## src/hdl/sit_pkg.sv

```systemverilog
`default_nettype none

package sit_pkg;

    localparam int SIT_FIELD_W = 16;
    localparam int SIT_RAW_W   = 32;

    localparam int SIT_N_COORD = 8;
    localparam int SIT_N_DIFF  = 10;
    localparam int SIT_N_PROD  = 10;
    localparam int SIT_N_CROSS = 5;

    // coordinate slots
    localparam int C_A0X = 0;
    localparam int C_A0Y = 1;
    localparam int C_A1X = 2;
    localparam int C_A1Y = 3;
    localparam int C_B0X = 4;
    localparam int C_B0Y = 5;
    localparam int C_B1X = 6;
    localparam int C_B1Y = 7;

    // difference slots: direction of a, direction of b, b0-a0, b1-a0, a1-b0
    localparam int D_AX  = 0;
    localparam int D_AY  = 1;
    localparam int D_BX  = 2;
    localparam int D_BY  = 3;
    localparam int D_E0X = 4;
    localparam int D_E0Y = 5;
    localparam int D_E1X = 6;
    localparam int D_E1Y = 7;
    localparam int D_FX  = 8;
    localparam int D_FY  = 9;

    // cross products: cross k = prod[2k] - prod[2k+1]
    localparam int X_DIR = 0;
    localparam int X_C1  = 1;
    localparam int X_C2  = 2;
    localparam int X_C3  = 3;
    localparam int X_C4  = 4;

    localparam int SIT_MUL_L [SIT_N_PROD] = '{
        D_AX, D_AY,
        D_AX, D_AY,
        D_AX, D_AY,
        D_BY, D_BX,
        D_BX, D_BY
    };

    localparam int SIT_MUL_R [SIT_N_PROD] = '{
        D_BY, D_BX,
        D_E0Y, D_E0X,
        D_E1Y, D_E1X,
        D_E0X, D_E0Y,
        D_FY, D_FX
    };

    typedef struct packed {
        logic zero;
        logic neg;
    } t_sit_sgn;

    typedef struct packed {
        logic b0_on_a;
        logic b1_on_a;
        logic a0_on_b;
        logic a1_on_b;
    } t_sit_box;

endpackage

`default_nettype wire

```

## src/hdl/sit_sign.sv

```systemverilog
`default_nettype none

module sit_sign #(
    parameter int CW = 16
) (
    input  logic                       i_clk,
    input  logic                       i_en,
    input  logic signed [2*CW+1:0]     i_prod [sit_pkg::SIT_N_PROD],
    input  sit_pkg::t_sit_box          i_box,
    output sit_pkg::t_sit_sgn          o_sgn  [sit_pkg::SIT_N_CROSS],
    output sit_pkg::t_sit_box          o_box
);
    import sit_pkg::*;

    localparam int PW = 2 * CW + 2;

    logic signed [PW:0] w_x   [SIT_N_CROSS];
    t_sit_sgn           n_sgn [SIT_N_CROSS];
    t_sit_sgn           r_sgn [SIT_N_CROSS];
    t_sit_box           r_box;

    always_comb begin
        for (int k = 0; k < SIT_N_CROSS; k++) begin
            w_x[k]        = (PW+1)'(i_prod[2*k]) - (PW+1)'(i_prod[2*k+1]);
            n_sgn[k].zero = (w_x[k] == '0);
            n_sgn[k].neg  = w_x[k][PW];
        end
    end

    always_ff @(posedge i_clk) begin
        if (i_en) begin
            r_sgn <= n_sgn;
            r_box <= i_box;
        end
    end

    assign o_sgn = r_sgn;
    assign o_box = r_box;

endmodule

`default_nettype wire

```

## config.mk

```make
export PLATFORM = sky130hd
export DESIGN_NAME = sit_sign
export DESIGN_NICKNAME = d
export VERILOG_FILES = /design/src/hdl/sit_pkg.sv /design/src/hdl/sit_sign.sv
export SDC_FILE = /design/constraint.sdc
export NUM_CORES = 1
export LEC_CHECK = 0
export BUFFER_PORTS_ARGS = -buffer_cell sky130_fd_sc_hd__buf_2
export CAP_MARGIN = 20
export CORE_UTILIZATION = 54
export CTS_CLUSTER_DIAMETER = 80
export DETAILED_ROUTE_END_ITERATION = 10
export PLACE_DENSITY = 0.9
export REMOVE_ABC_BUFFERS = 1
export SYNTH_ARGS = -nofsm -noshare
export SYNTH_HDL_FRONTEND = slang
export SYNTH_SLANG_ARGS = --single-unit
export TNS_END_PERCENT = 30
```

## constraint.sdc

```tcl
create_clock -name i_clk -period 6 [get_ports i_clk]
set_clock_uncertainty 0.15 [all_clocks]
set_input_delay 0.9 -clock i_clk [delete_from_list [all_inputs] [get_ports i_clk]]
set_output_delay 0.9 -clock i_clk [all_outputs]
set_load 0.1 [all_outputs]
```

Word-level counts from Yosys, hierarchy flattened

Index checks and enable logic that the tools add are counted.

Bits in registers: 14
Input bits: 346

$add $sub $neg: 5
Reduce and logical (&&, ||, !) cells: 5

Operators with widths:

| operator                                       | number |
|---|---|
| 35-bit zero test                               | 5 |
| 34-bit by 34-bit subtractor with 35-bit output | 5 |

Depth between registers and ports, before layout

Depth in word-level cells: 2
Mapped depth: 15
Gate-level depth less buffers: 15

Worst setup path before layout

OpenSTA, ideal clock, no wires.

Path kind: input to register
Start point: input i_prod[170] (netlist name)
End point: register r_sgn (netlist bit o_sgn[5]) (data pin)
Data arrival time: 4.373 ns
Data required time: 5.660 ns
Setup slack: 1.287 ns
Stages: 15
Buffers on the path: 0
Cells stage by stage: inv_1 -> ha_1 -> inv_1 -> fa_1 -> a211oi_1 -> o21ai_0 -> a21oi_1 -> mux2_2 -> nor4_1 -> nand4_1 -> or4_1 -> nor4_1 -> nand4_1 -> or4_1 -> a2111oi_2

RTL lines:

| element              | RTL line       | RTL |
|---|---|---|
| from (decl)          | sit_sign.sv:8  | `input logic signed [2*CW+1:0] i_prod [sit_pkg::SIT_N_PROD],` |
| to (signal assigned) | sit_sign.sv:32 | `r_sgn <= n_sgn;` |
| to (decl)            | sit_sign.sv:19 | `t_sit_sgn r_sgn [SIT_N_CROSS];` |

==> flow_metrics.py <==
metrics = {
    "grt": {
        "grt.total_usage_pct": 34.5,
        "antenna_found_initial": 4,
        "grt_max_degree": 15,
        "grt_pass1_wl_mm": 61.9,
        "grt_pass1_vias": 13200,
        "overflow": 0,
    },
    "timing": {
        "rsz0062_at_grt": "false",
        "slew_violations": 0,
        "period_share_pct": 87.2,
        "min_period_ns": 5.23,
        "hold_violations": 0,
        "fin_tns_setup_ns": 0,
        "slew-limit-headroom_pct": 47.4,
        "fmax_mhz": 191,
        "worstMarginPinSlew_ns": 0.778,
        "finalSetupViolCount": 0,
    },
    "synthesis": {
        "avgSynthCellArea_um2": 6.64,
        "yosysUniqueCellTypes": 83,
        "yosysSeqAreaShare_pct": 3.75,
        "syn_area_mm2": 0.0112,
        "yosysWarningCount": 0,
        "synthArstFlopShare_pct": 0,
        "synthFlopType": "edfxtp_1",
        "synth_seq_cells": 14,
        "syn_inst": 1688,
        "synth_edf_count": 14,
    },
    "finish": {
        "nNetsFinal": 2525,
        "layout-drive-gt1-share_pct": 19.6,
        "area_growth_pct": 18.1,
        "nFillCells": 1859,
        "post-route-util_pct": 65.2,
    },
    "power_and_ir_drop": {
        "irDropWorstVdd_v": 0.0000618,
        "p_per_area_mw_per_mm2": 125,
        "p_leak_nw": 6.81,
    },
    "clock_network": {
        "cts-root-buf": "clkbuf_16",
        "clockBufferDepth": 2,
        "cts_buffers": 3,
        "cts_tree": "built",
        "htree_levels": 1,
        "clk_pin_slew_ns": 0.05,
        "cts_resized": 0,
        "ctsHoldBuffers": 0,
        "cts_setup_buffers": 0,
        "clkSinkCount": 14,
    },
    "routing": {
        "drt-initial-drc-count": 1066,
        "drt_wl_total_mm": 38.3,
        "drtAntennaViolNets": 0,
        "post_drt_wl_per_cell_um": 16.8,
        "vias": 14200,
        "via_per_inst": 6.22,
        "drt_pass1_iterations": 6,
        "drc": 0,
    },
    "critical_path": {
        "cp-start-kind": "input pin",
        "worstSetupPathType": "input pin to register",
        "cp_data_arrival_time_ns": 5.14,
        "required_ns": 5.90,
        "cp_max_fo": 3,
        "worstSetupEndpoint": "o_sgn[5]",
        "end_kind": "register",
        "cp-startpoint": "i_prod[170]",
    },
    "die": {
        "fp.dieArea_mm2": 0.0213,
        "die_h_um": 146,
        "die_w_um": 146,
        "ios": 360,
        "fp-row-count": 52,
        "core_area_mm2": 0.0203,
        "initial_core_util_pct": 55.2,
    },
    "hold_path": {
        "min_path_cells": 1,
        "holdCritPathClass": "input pin to register",
    },
    "run_status": {
        "run_status": "finished clean",
    },
    "place": {
        "dp_hpwl_mm": 32.6,
        "routabilityCongestion": 1.02,
        "port_buffers": 359,
    },
    "job": {
        "maxCapViolCount": 0,
    },
}
-- layout by cell type (no fill, tap or decap), types with 23 or more instances in the layout --
master and n:
o21a_1 28, xnor2_1 42, nor2_1 121, nor3_1 23, nand2_1 154, inv_1 222, nand3_1 37, buf_2 359
ha_1 170, nand2b_1 39, nand4_1 44, xor2_1 39, a21o_1 64, a211oi_1 29, o21ai_0 100, a31oi_1 25
a21oi_1 167
-- worst min-delay path by stage --
stage	slack, ns	end	from
final	0.67	o_box[2]	i_box[2]
after global routing	0.68	o_box[2]	i_box[2]
after CTS	0.67	o_box[2]	i_box[2]
after detailed placement	0.93	o_box[2]	i_box[2]
after global placement	0.93	o_box[2]	i_box[2]
after floorplan	0.85	o_box[0]	i_box[0]
-- cells in the mapped netlist, drive strengths merged, types with 22 or more instances --
| master | instances | area (µm²) |
|---|---|---|
| nor2 | 122 | 460 |
| a21o | 65 | 489 |
| nand3 | 37 | 185 |
| xor2 | 39 | 342 |
| o21ai | 101 | 505 |
| a21oi | 167 | 836 |
| nor4 | 22 | 144 |
| o21a | 28 | 210 |
| nand2 | 154 | 578 |
| a31oi | 25 | 156 |
| nor3 | 23 | 115 |
| inv | 222 | 833 |
| a211oi | 29 | 218 |
| nand4 | 44 | 275 |
| ha | 170 | 2130 |
| clkbuf | 41 | 154 |
| xnor2 | 42 | 368 |
| nand2b | 39 | 244 |
-- worst max-delay path: stages --
cell and delay, ns:
buf_2 0.09, inv_1 0.05, ha_1 0.16, inv_1 0.06, fa_1 0.43, a211oi_1 0.38
o21ai_0 0.15, a21oi_1 0.18, mux2_2 0.36, nor4_1 0.31, nand4_1 0.16, or4_1 0.43
nor4_1 0.46, nand4_1 0.14, or4_1 0.53, a2111oi_2 0.36
-- layer usage --
layer	share of wire (%)	track usage, %
met1	42	44.1
met2	47	60.1
met3	8.3	3.78
met4	3.1	11.3
met5	0.021	0
-- flip-flops by register name, summed over array words and instances, names as in the netlist --
register,count
o_sgn,10
o_box,4
-- through the flow --
stage / setup WS [ns] / area, µm² / cells / hold slack [ns] / total power [mW]
floorplan: 1.29 / 11000 / 1640 / 0.849 / 1.10
global placement: 0.727 / 13100 / 2269 / 0.931 / 1.45
detailed placement: 0.650 / 13100 / 2269 / 0.931 / 1.47
CTS: 0.876 / 13200 / 2273 / 0.673 / 1.62
global route: 0.627 / 13200 / 2275 / 0.678 / 1.78
finish: 0.768 / 13200 / 2276 / 0.671 / 1.65
-- area by class of cell --
type | instances | area [µm²] | share of cell area, %
Clock buffer | 3 | 75.1 | 0.568
Clock inverter | 1 | 3.75 | 0.0284
Antenna cell | 3 | 7.51 | 0.0568
Timing Repair Buffer | 359 | 1800 | 13.6
Sequential cell | 14 | 420 | 3.18
Multi-Input combinational cell | 1404 | 9750 | 73.7
Tap cell | 270 | 338 | 2.55
Inverter | 222 | 833 | 6.30
-- power breakdown --
part | leakage [nW] | total [mW] | switching [mW] | internal [mW]
registers | 0.135 | 0.121 | 0.00369 | 0.117
clock network | 0.0386 | 0.136 | 0.0471 | 0.0887
logic | 6.64 | 1.39 | 0.836 | 0.559
-- cell families (layout without fill, tap and decap cells) --
kind of cell	count (synthesis)	count (layout)	share of synthesized area [%]
buffers and inverters	270	585	9.19
and+or+nand+nor	527	527	23.1
DFF	14	14	3.75
AOI/OAI and AO/OA	603	603	36.1
other	0	3	0
xor gates and xnor gates	81	81	6.33
muxes	18	18	1.65
adders and majority gates	175	175	19.9
No activity file was read; power rests on OpenSTA's default activity.
