**src/hdl/sit_pkg.sv**
```systemverilog
`default_nettype none

package sit_pkg;

    localparam int SIT_FIELD_W = 16;
    localparam int SIT_RAW_W   = 32;

    localparam int SIT_N_COORD = 8;
    localparam int SIT_N_DIFF  = 10;
    localparam int SIT_N_PROD  = 10;
    localparam int SIT_N_CROSS = 5;

    // coordinate slots
    localparam int C_A0X = 0;
    localparam int C_A0Y = 1;
    localparam int C_A1X = 2;
    localparam int C_A1Y = 3;
    localparam int C_B0X = 4;
    localparam int C_B0Y = 5;
    localparam int C_B1X = 6;
    localparam int C_B1Y = 7;

    // difference slots: direction of a, direction of b, b0-a0, b1-a0, a1-b0
    localparam int D_AX  = 0;
    localparam int D_AY  = 1;
    localparam int D_BX  = 2;
    localparam int D_BY  = 3;
    localparam int D_E0X = 4;
    localparam int D_E0Y = 5;
    localparam int D_E1X = 6;
    localparam int D_E1Y = 7;
    localparam int D_FX  = 8;
    localparam int D_FY  = 9;

    // cross products: cross k = prod[2k] - prod[2k+1]
    localparam int X_DIR = 0;
    localparam int X_C1  = 1;
    localparam int X_C2  = 2;
    localparam int X_C3  = 3;
    localparam int X_C4  = 4;

    localparam int SIT_MUL_L [SIT_N_PROD] = '{
        D_AX, D_AY,
        D_AX, D_AY,
        D_AX, D_AY,
        D_BY, D_BX,
        D_BX, D_BY
    };

    localparam int SIT_MUL_R [SIT_N_PROD] = '{
        D_BY, D_BX,
        D_E0Y, D_E0X,
        D_E1Y, D_E1X,
        D_E0X, D_E0Y,
        D_FY, D_FX
    };

    typedef struct packed {
        logic zero;
        logic neg;
    } t_sit_sgn;

    typedef struct packed {
        logic b0_on_a;
        logic b1_on_a;
        logic a0_on_b;
        logic a1_on_b;
    } t_sit_box;

endpackage

`default_nettype wire

```
**src/hdl/sit_diff.sv**
```systemverilog
`default_nettype none

module sit_diff #(
    parameter int CW = 16
) (
    input  logic                               i_clk,
    input  logic                               i_en,
    input  logic [sit_pkg::SIT_FIELD_W-1:0]    i_coord [sit_pkg::SIT_N_COORD],
    output logic signed [CW:0]                 o_diff  [sit_pkg::SIT_N_DIFF],
    output sit_pkg::t_sit_box                  o_box
);
    import sit_pkg::*;

    logic [SIT_RAW_W-1:0]  w_raw   [SIT_N_COORD];
    logic signed [CW-1:0]  w_c     [SIT_N_COORD];
    logic signed [CW:0]    n_diff  [SIT_N_DIFF];
    logic signed [CW:0]    r_diff  [SIT_N_DIFF];
    t_sit_box              n_box;
    t_sit_box              r_box;

    function automatic logic f_between(
        input logic signed [CW-1:0] p,
        input logic signed [CW-1:0] s0,
        input logic signed [CW-1:0] s1
    );
        return ((p >= s0) && (p <= s1)) || ((p >= s1) && (p <= s0));
    endfunction

    always_comb begin
        for (int k = 0; k < SIT_N_COORD; k++) begin
            w_raw[k] = SIT_RAW_W'(i_coord[k]);
            w_c[k]   = signed'(w_raw[k][CW-1:0]);
        end

        n_diff[D_AX]  = (CW+1)'(w_c[C_A1X]) - (CW+1)'(w_c[C_A0X]);
        n_diff[D_AY]  = (CW+1)'(w_c[C_A1Y]) - (CW+1)'(w_c[C_A0Y]);
        n_diff[D_BX]  = (CW+1)'(w_c[C_B1X]) - (CW+1)'(w_c[C_B0X]);
        n_diff[D_BY]  = (CW+1)'(w_c[C_B1Y]) - (CW+1)'(w_c[C_B0Y]);
        n_diff[D_E0X] = (CW+1)'(w_c[C_B0X]) - (CW+1)'(w_c[C_A0X]);
        n_diff[D_E0Y] = (CW+1)'(w_c[C_B0Y]) - (CW+1)'(w_c[C_A0Y]);
        n_diff[D_E1X] = (CW+1)'(w_c[C_B1X]) - (CW+1)'(w_c[C_A0X]);
        n_diff[D_E1Y] = (CW+1)'(w_c[C_B1Y]) - (CW+1)'(w_c[C_A0Y]);
        n_diff[D_FX]  = (CW+1)'(w_c[C_A1X]) - (CW+1)'(w_c[C_B0X]);
        n_diff[D_FY]  = (CW+1)'(w_c[C_A1Y]) - (CW+1)'(w_c[C_B0Y]);

        n_box.b0_on_a = f_between(w_c[C_B0X], w_c[C_A0X], w_c[C_A1X]) &&
                        f_between(w_c[C_B0Y], w_c[C_A0Y], w_c[C_A1Y]);
        n_box.b1_on_a = f_between(w_c[C_B1X], w_c[C_A0X], w_c[C_A1X]) &&
                        f_between(w_c[C_B1Y], w_c[C_A0Y], w_c[C_A1Y]);
        n_box.a0_on_b = f_between(w_c[C_A0X], w_c[C_B0X], w_c[C_B1X]) &&
                        f_between(w_c[C_A0Y], w_c[C_B0Y], w_c[C_B1Y]);
        n_box.a1_on_b = f_between(w_c[C_A1X], w_c[C_B0X], w_c[C_B1X]) &&
                        f_between(w_c[C_A1Y], w_c[C_B0Y], w_c[C_B1Y]);
    end

    always_ff @(posedge i_clk) begin
        if (i_en) begin
            r_diff <= n_diff;
            r_box  <= n_box;
        end
    end

    assign o_diff = r_diff;
    assign o_box  = r_box;

endmodule

`default_nettype wire

```
**config.mk**
```make
export PLATFORM = sky130hd
export DESIGN_NAME = sit_diff
export DESIGN_NICKNAME = d
export VERILOG_FILES = /design/src/hdl/sit_pkg.sv /design/src/hdl/sit_diff.sv
export SDC_FILE = /design/constraint.sdc
export NUM_CORES = 1
export LEC_CHECK = 0
export BUFFER_PORTS_ARGS = -buffer_cell sky130_fd_sc_hd__buf_2
export CORE_UTILIZATION = 55
export DETAILED_ROUTE_END_ITERATION = 6
export GPL_TIMING_DRIVEN = 0
export HOLD_SLACK_MARGIN = 0.06
export PLACE_DENSITY_LB_ADDON = 0.25
export RECOVER_POWER = 100
export SYNTH_ARGS = -nofsm -noshare
export SYNTH_HDL_FRONTEND = slang
export SYNTH_SLANG_ARGS = --single-unit
```
**constraint.sdc**
```tcl
create_clock -name i_clk -period 4.36 [get_ports i_clk]
set_input_delay 0.436 -clock i_clk [delete_from_list [all_inputs] [get_ports i_clk]]
set_output_delay 0.436 -clock i_clk [all_outputs]
set_load 0.02 [all_outputs]
```
## Word-level counts from Yosys, hierarchy flattened

Cells that the tools add are included.

- Logic and storage cells: 84
- Input bits: 130
- Output and inout bits: 174
- Register bits: 174

- Reduce and logical (&&, ||, !) cells: 28
- Add/subtract/negate cells: 10
- Magnitude comparators: 32

Operators by type and width:

| operator | count |
|---|---|
| 16-bit greater-or-equal comparator | 16 |
| 16-bit less-or-equal comparator | 16 |
| 16-bit by 16-bit subtractor with 17-bit output | 10 |
| 1-bit logical AND | 20 |
| 1-bit logical OR | 8 |

## Depth between registers and ports, before layout

- Depth in word-level cells: 4
- Gate-level depth with buffers: 10
- Depth with buffers taken out: 10

## Worst setup path after synthesis

No wires, ideal clock.

- Path kind: input-to-reg
- From: in i_coord[64] (netlist bit)
- To: reg r_diff (netlist bit o_diff[150]) (data pin)
- Path slack: 1619 ps
- Stages on the path: 10
- Path buffers: 0
- Required time: 4222 ps
- Setup time: 138 ps
- Arrival: 2603 ps
- Cell sequence: inv_1 ha_1 fa_1 nor2b_4 o31a_1 o41a_1 a31o_1 o41a_1 or4_1 nand4_1

RTL lines:

| element | line | RTL |
|---|---|---|
| start, declared | sit_diff.sv:8 | `input logic [sit_pkg::SIT_FIELD_W-1:0] i_coord [sit_pkg::SIT_N_COORD],` |
| end signal, assigned | sit_diff.sv:58 | `r_diff <= n_diff;` |
| end, declared | sit_diff.sv:17 | `logic signed [CW:0] r_diff [SIT_N_DIFF];` |

==> results.sh <==
export IMPL_outcome="finished with violations"
export IMPL_violations="capacitance limit, slew limit"
export IMPL_die_x_um=163
export IMPL_fin_crit_sh=0.701
export IMPL_cp_required_ps=4540
export IMPL_die_height_um=163
export IMPL_tightest_slew_ps=2180
export IMPL_post_route_drc_count=0
export IMPL_synth_edf_count=174
export IMPL_worstPathCellList="clkbuf_1 > inv_1 > ha_1 > nor2b_1 > o31a_1 > o41ai_1 > o21ai_0 > a311oi_1 > a21oi_1 > xor2_1"
export IMPL_port_buffers=303
export IMPL_crit_path_end_kind="register"
export IMPL_swShare=0.359
export IMPL_critPathBufInv=2
export IMPL_max_stage_delay_ps=560
export IMPL_fillCellCount=2150
export IMPL_yosysSeqAreaShare=0.366
export IMPL_max_cap_violations=1
export IMPL_multiInputGateArea_um2=8430
export IMPL_switchingPower_uw=2080
export IMPL_fin_hold_ws_ps=418
export IMPL_clkSlewWorstSetupHoldPaths_ps=70
export IMPL_crit_type="primary input to register"
export IMPL_leakage_uw=0.00716
export IMPL_synth_common_cells="198 x ha_1, 174 x edfxtp_1, 141 x inv_1"
export IMPL_cts_max_path_buffers=2
export IMPL_grt_remaining_overflow=0
export IMPL_cts_resized=0
export IMPL_hold_buffers=0
export IMPL_finalNetCount=2115
export IMPL_io_pins=304
export IMPL_cpMaxStageDelayCell="a311oi_1"
export IMPL_via_per_inst=5.93
export IMPL_routabilityCongestion=0.969
export IMPL_ant_nets=0
export IMPL_crit_end="o_diff[83]$_DFFE_PP_"
export IMPL_cts_sinks=174
export IMPL_grt_usage=0.294
export IMPL_holdCritPathClass="primary input to register"
export IMPL_syn_nets=1792
export IMPL_synth_top_cell_by_area="edfxtp_1"
export IMPL_avgSynthCellArea_um2=9.82
export IMPL_drive_gt1_frac=0.0878
export IMPL_combPwrFrac=0.353
export IMPL_cp_arrival_ps=3230
export IMPL_p_seq_frac=0.393
export IMPL_rows=58
export IMPL_grt_max_degree=91
export IMPL_synth_top_cell_area_share=0.366
export IMPL_path_delay_family="compound AO/OA/AOI/OAI gates"
export IMPL_synth_cell_types=67
export IMPL_cts_tree="built"
export IMPL_dr_pass1_iters=5
export IMPL_path_max_fanout=4
export IMPL_finalSetupViolations=0
export IMPL_crit_start="i_coord[97]"
export IMPL_coreArea_um2=25300
export IMPL_via_count=12569
export IMPL_setup_tns_ps=0
export IMPL_hold_viol_final=0
export IMPL_yosysMostFrequentCell="ha_1"
export IMPL_cts_root_buf="clkbuf_16"
export IMPL_dieArea_um2=26600
export IMPL_max_freq_mhz=327
export IMPL_synth_flop_cell="edfxtp_1"
export IMPL_powerDensity_nw_per_um2=350
export IMPL_yosys_warnings=0
export IMPL_fin_crit_ps=3060
export IMPL_synthesis_area_um2=14300
export IMPL_drt_iter0_drc=951
export IMPL_start_util=0.564
export IMPL_numCtsBuffers=17
export IMPL_synthTopCellsByArea="edfxtp_1 37%, ha_1 17%, xnor2_1 5.0%"
export IMPL_slew_viol_final=85
export IMPL_synthCells=1454
export IMPL_ys_async_sr_fraction=0
export IMPL_internal_power_uw=3710
export IMPL_routed_wl_um=39300
export IMPL_post_cts_buffers=0
export IMPL_clkPwrFrac=0.254
export IMPL_area_growth_pct=15.9
export IMPL_grt_pass1_vias=12059
export IMPL_wl_per_cell_um=18.5
export IMPL_ys_ff_latch=174
export IMPL_regArea_um2=5230
export IMPL_htree_levels=4
export IMPL_antenna_found_initial=1
export IMPL_max_vdd_ir_drop_uv=221
export IMPL_cp_start_kind="primary input"
export IMPL_relSlewSlack=-0.452
export IMPL_hpwl_um=31600
export IMPL_grt_pass1_wl_um=60300
export IMPL_cp_depth=10
export IMPL_rsz0062_at_grt="no"
cell families (layout without fill, tap and decap cells):
group / Yosys count / after routing / share of synthesized area
compound gates: 397 / 397 / 0.188
simple gates: 388 / 388 / 0.139
fa+ha+maj: 208 / 208 / 0.188
flops: 174 / 174 / 0.366
buf+inv: 163 / 498 / 0.0429
xor+xnor: 115 / 115 / 0.0705
mux: 9 / 9 / 0.00666
other cells: 0 / 1 / 0
worst min-delay path by stage:
stage,start,end,cells after the start
finish,i_coord[112],o_diff[153]$_DFFE_PP_,3
global route,i_coord[112],o_diff[153]$_DFFE_PP_,3
CTS,i_coord[112],o_diff[153]$_DFFE_PP_,3
detailed placement,o_diff[147]$_DFFE_PP_,o_diff[147],1
global placement,i_coord[32],o_diff[102]$_DFFE_PP_,3
floorplan,i_en,o_box[0]$_DFFE_PP_,0
worst min-delay path, delay by kind of cell:
family	cells	cell delay (ps)
buf+inv	2	140
fa+ha+maj	1	120
registers in the layout, summed over array words and instances, names as in the netlist:
| name | flops |
|---|---|
| o_diff | 170 |
| o_box | 4 |
per-stage QoR:
step | util | std cells | total power [uW] | area [um2] | setup slack [ps]
5_1_grt | 0.653 | 2120 | 6080 | 16500 | 1130
2_1_floorplan | - | 1454 | 3710 | 14300 | 1620
3_3_place_gp | 0.640 | 2087 | 4360 | 16200 | 666
4_1_cts | 0.663 | 2119 | 5870 | 16800 | 1600
3_5_place_dp | 0.641 | 2088 | 4390 | 16200 | 1170
6_report | 0.653 | 2120 | 5790 | 16500 | 1300
per-layer routing:
metal / GRT usage / share of wire
met1: 0.354 / 0.41
met2: 0.522 / 0.50
met3: 0.0409 / 0.057
met4: 0.124 / 0.035
met5: 0 / 0
cell type report:
cell class / count / share of cell area
multi-input cells: 1117 / 0.510
well taps: 330 / 0.0250
diodes: 1 / 0.000151
clock inverters: 12 / 0.00673
repair buffers: 304 / 0.0795
plain buffers: 22 / 0.00507
flip-flops and latches: 174 / 0.316
inverters: 141 / 0.0320
clock buffers: 19 / 0.0262
power by group through the flow:
stage	combinational [uW]	clock [uW]	sequential [uW]
finish	2040	1470	2280
global route	2230	1560	2300
CTS	2110	1490	2270
detailed placement	2090	0	2300
global placement	2050	0	2300
floorplan	1080	0	2640
layout by cell type (no fill, tap or decap), types with 7 or more instances in the layout:
cell type and count:
edfxtp_1 174, o21ai_0 52, buf_2 120, nor3_1 31, clkbuf_1 206, or3_1 7, a211oi_1 8, nand3_1 38
xor2_1 34, a31oi_1 11, o311ai_0 7, a2111oi_0 7, o21a_1 33, nand2b_1 26, ha_1 198, xnor2_1 81
nor2_1 102, a21o_1 43, nand4_1 26, nor4_1 16, a21oi_1 116, fa_1 10, o211ai_1 10, inv_1 141
nor2b_1 39, clkbuf_16 17, o31ai_1 12, a31o_1 9, nand2_1 57, o21bai_1 10, and3_1 19, o31a_1 9
a41oi_1 8
No activity file was read; power rests on OpenSTA's default activity.
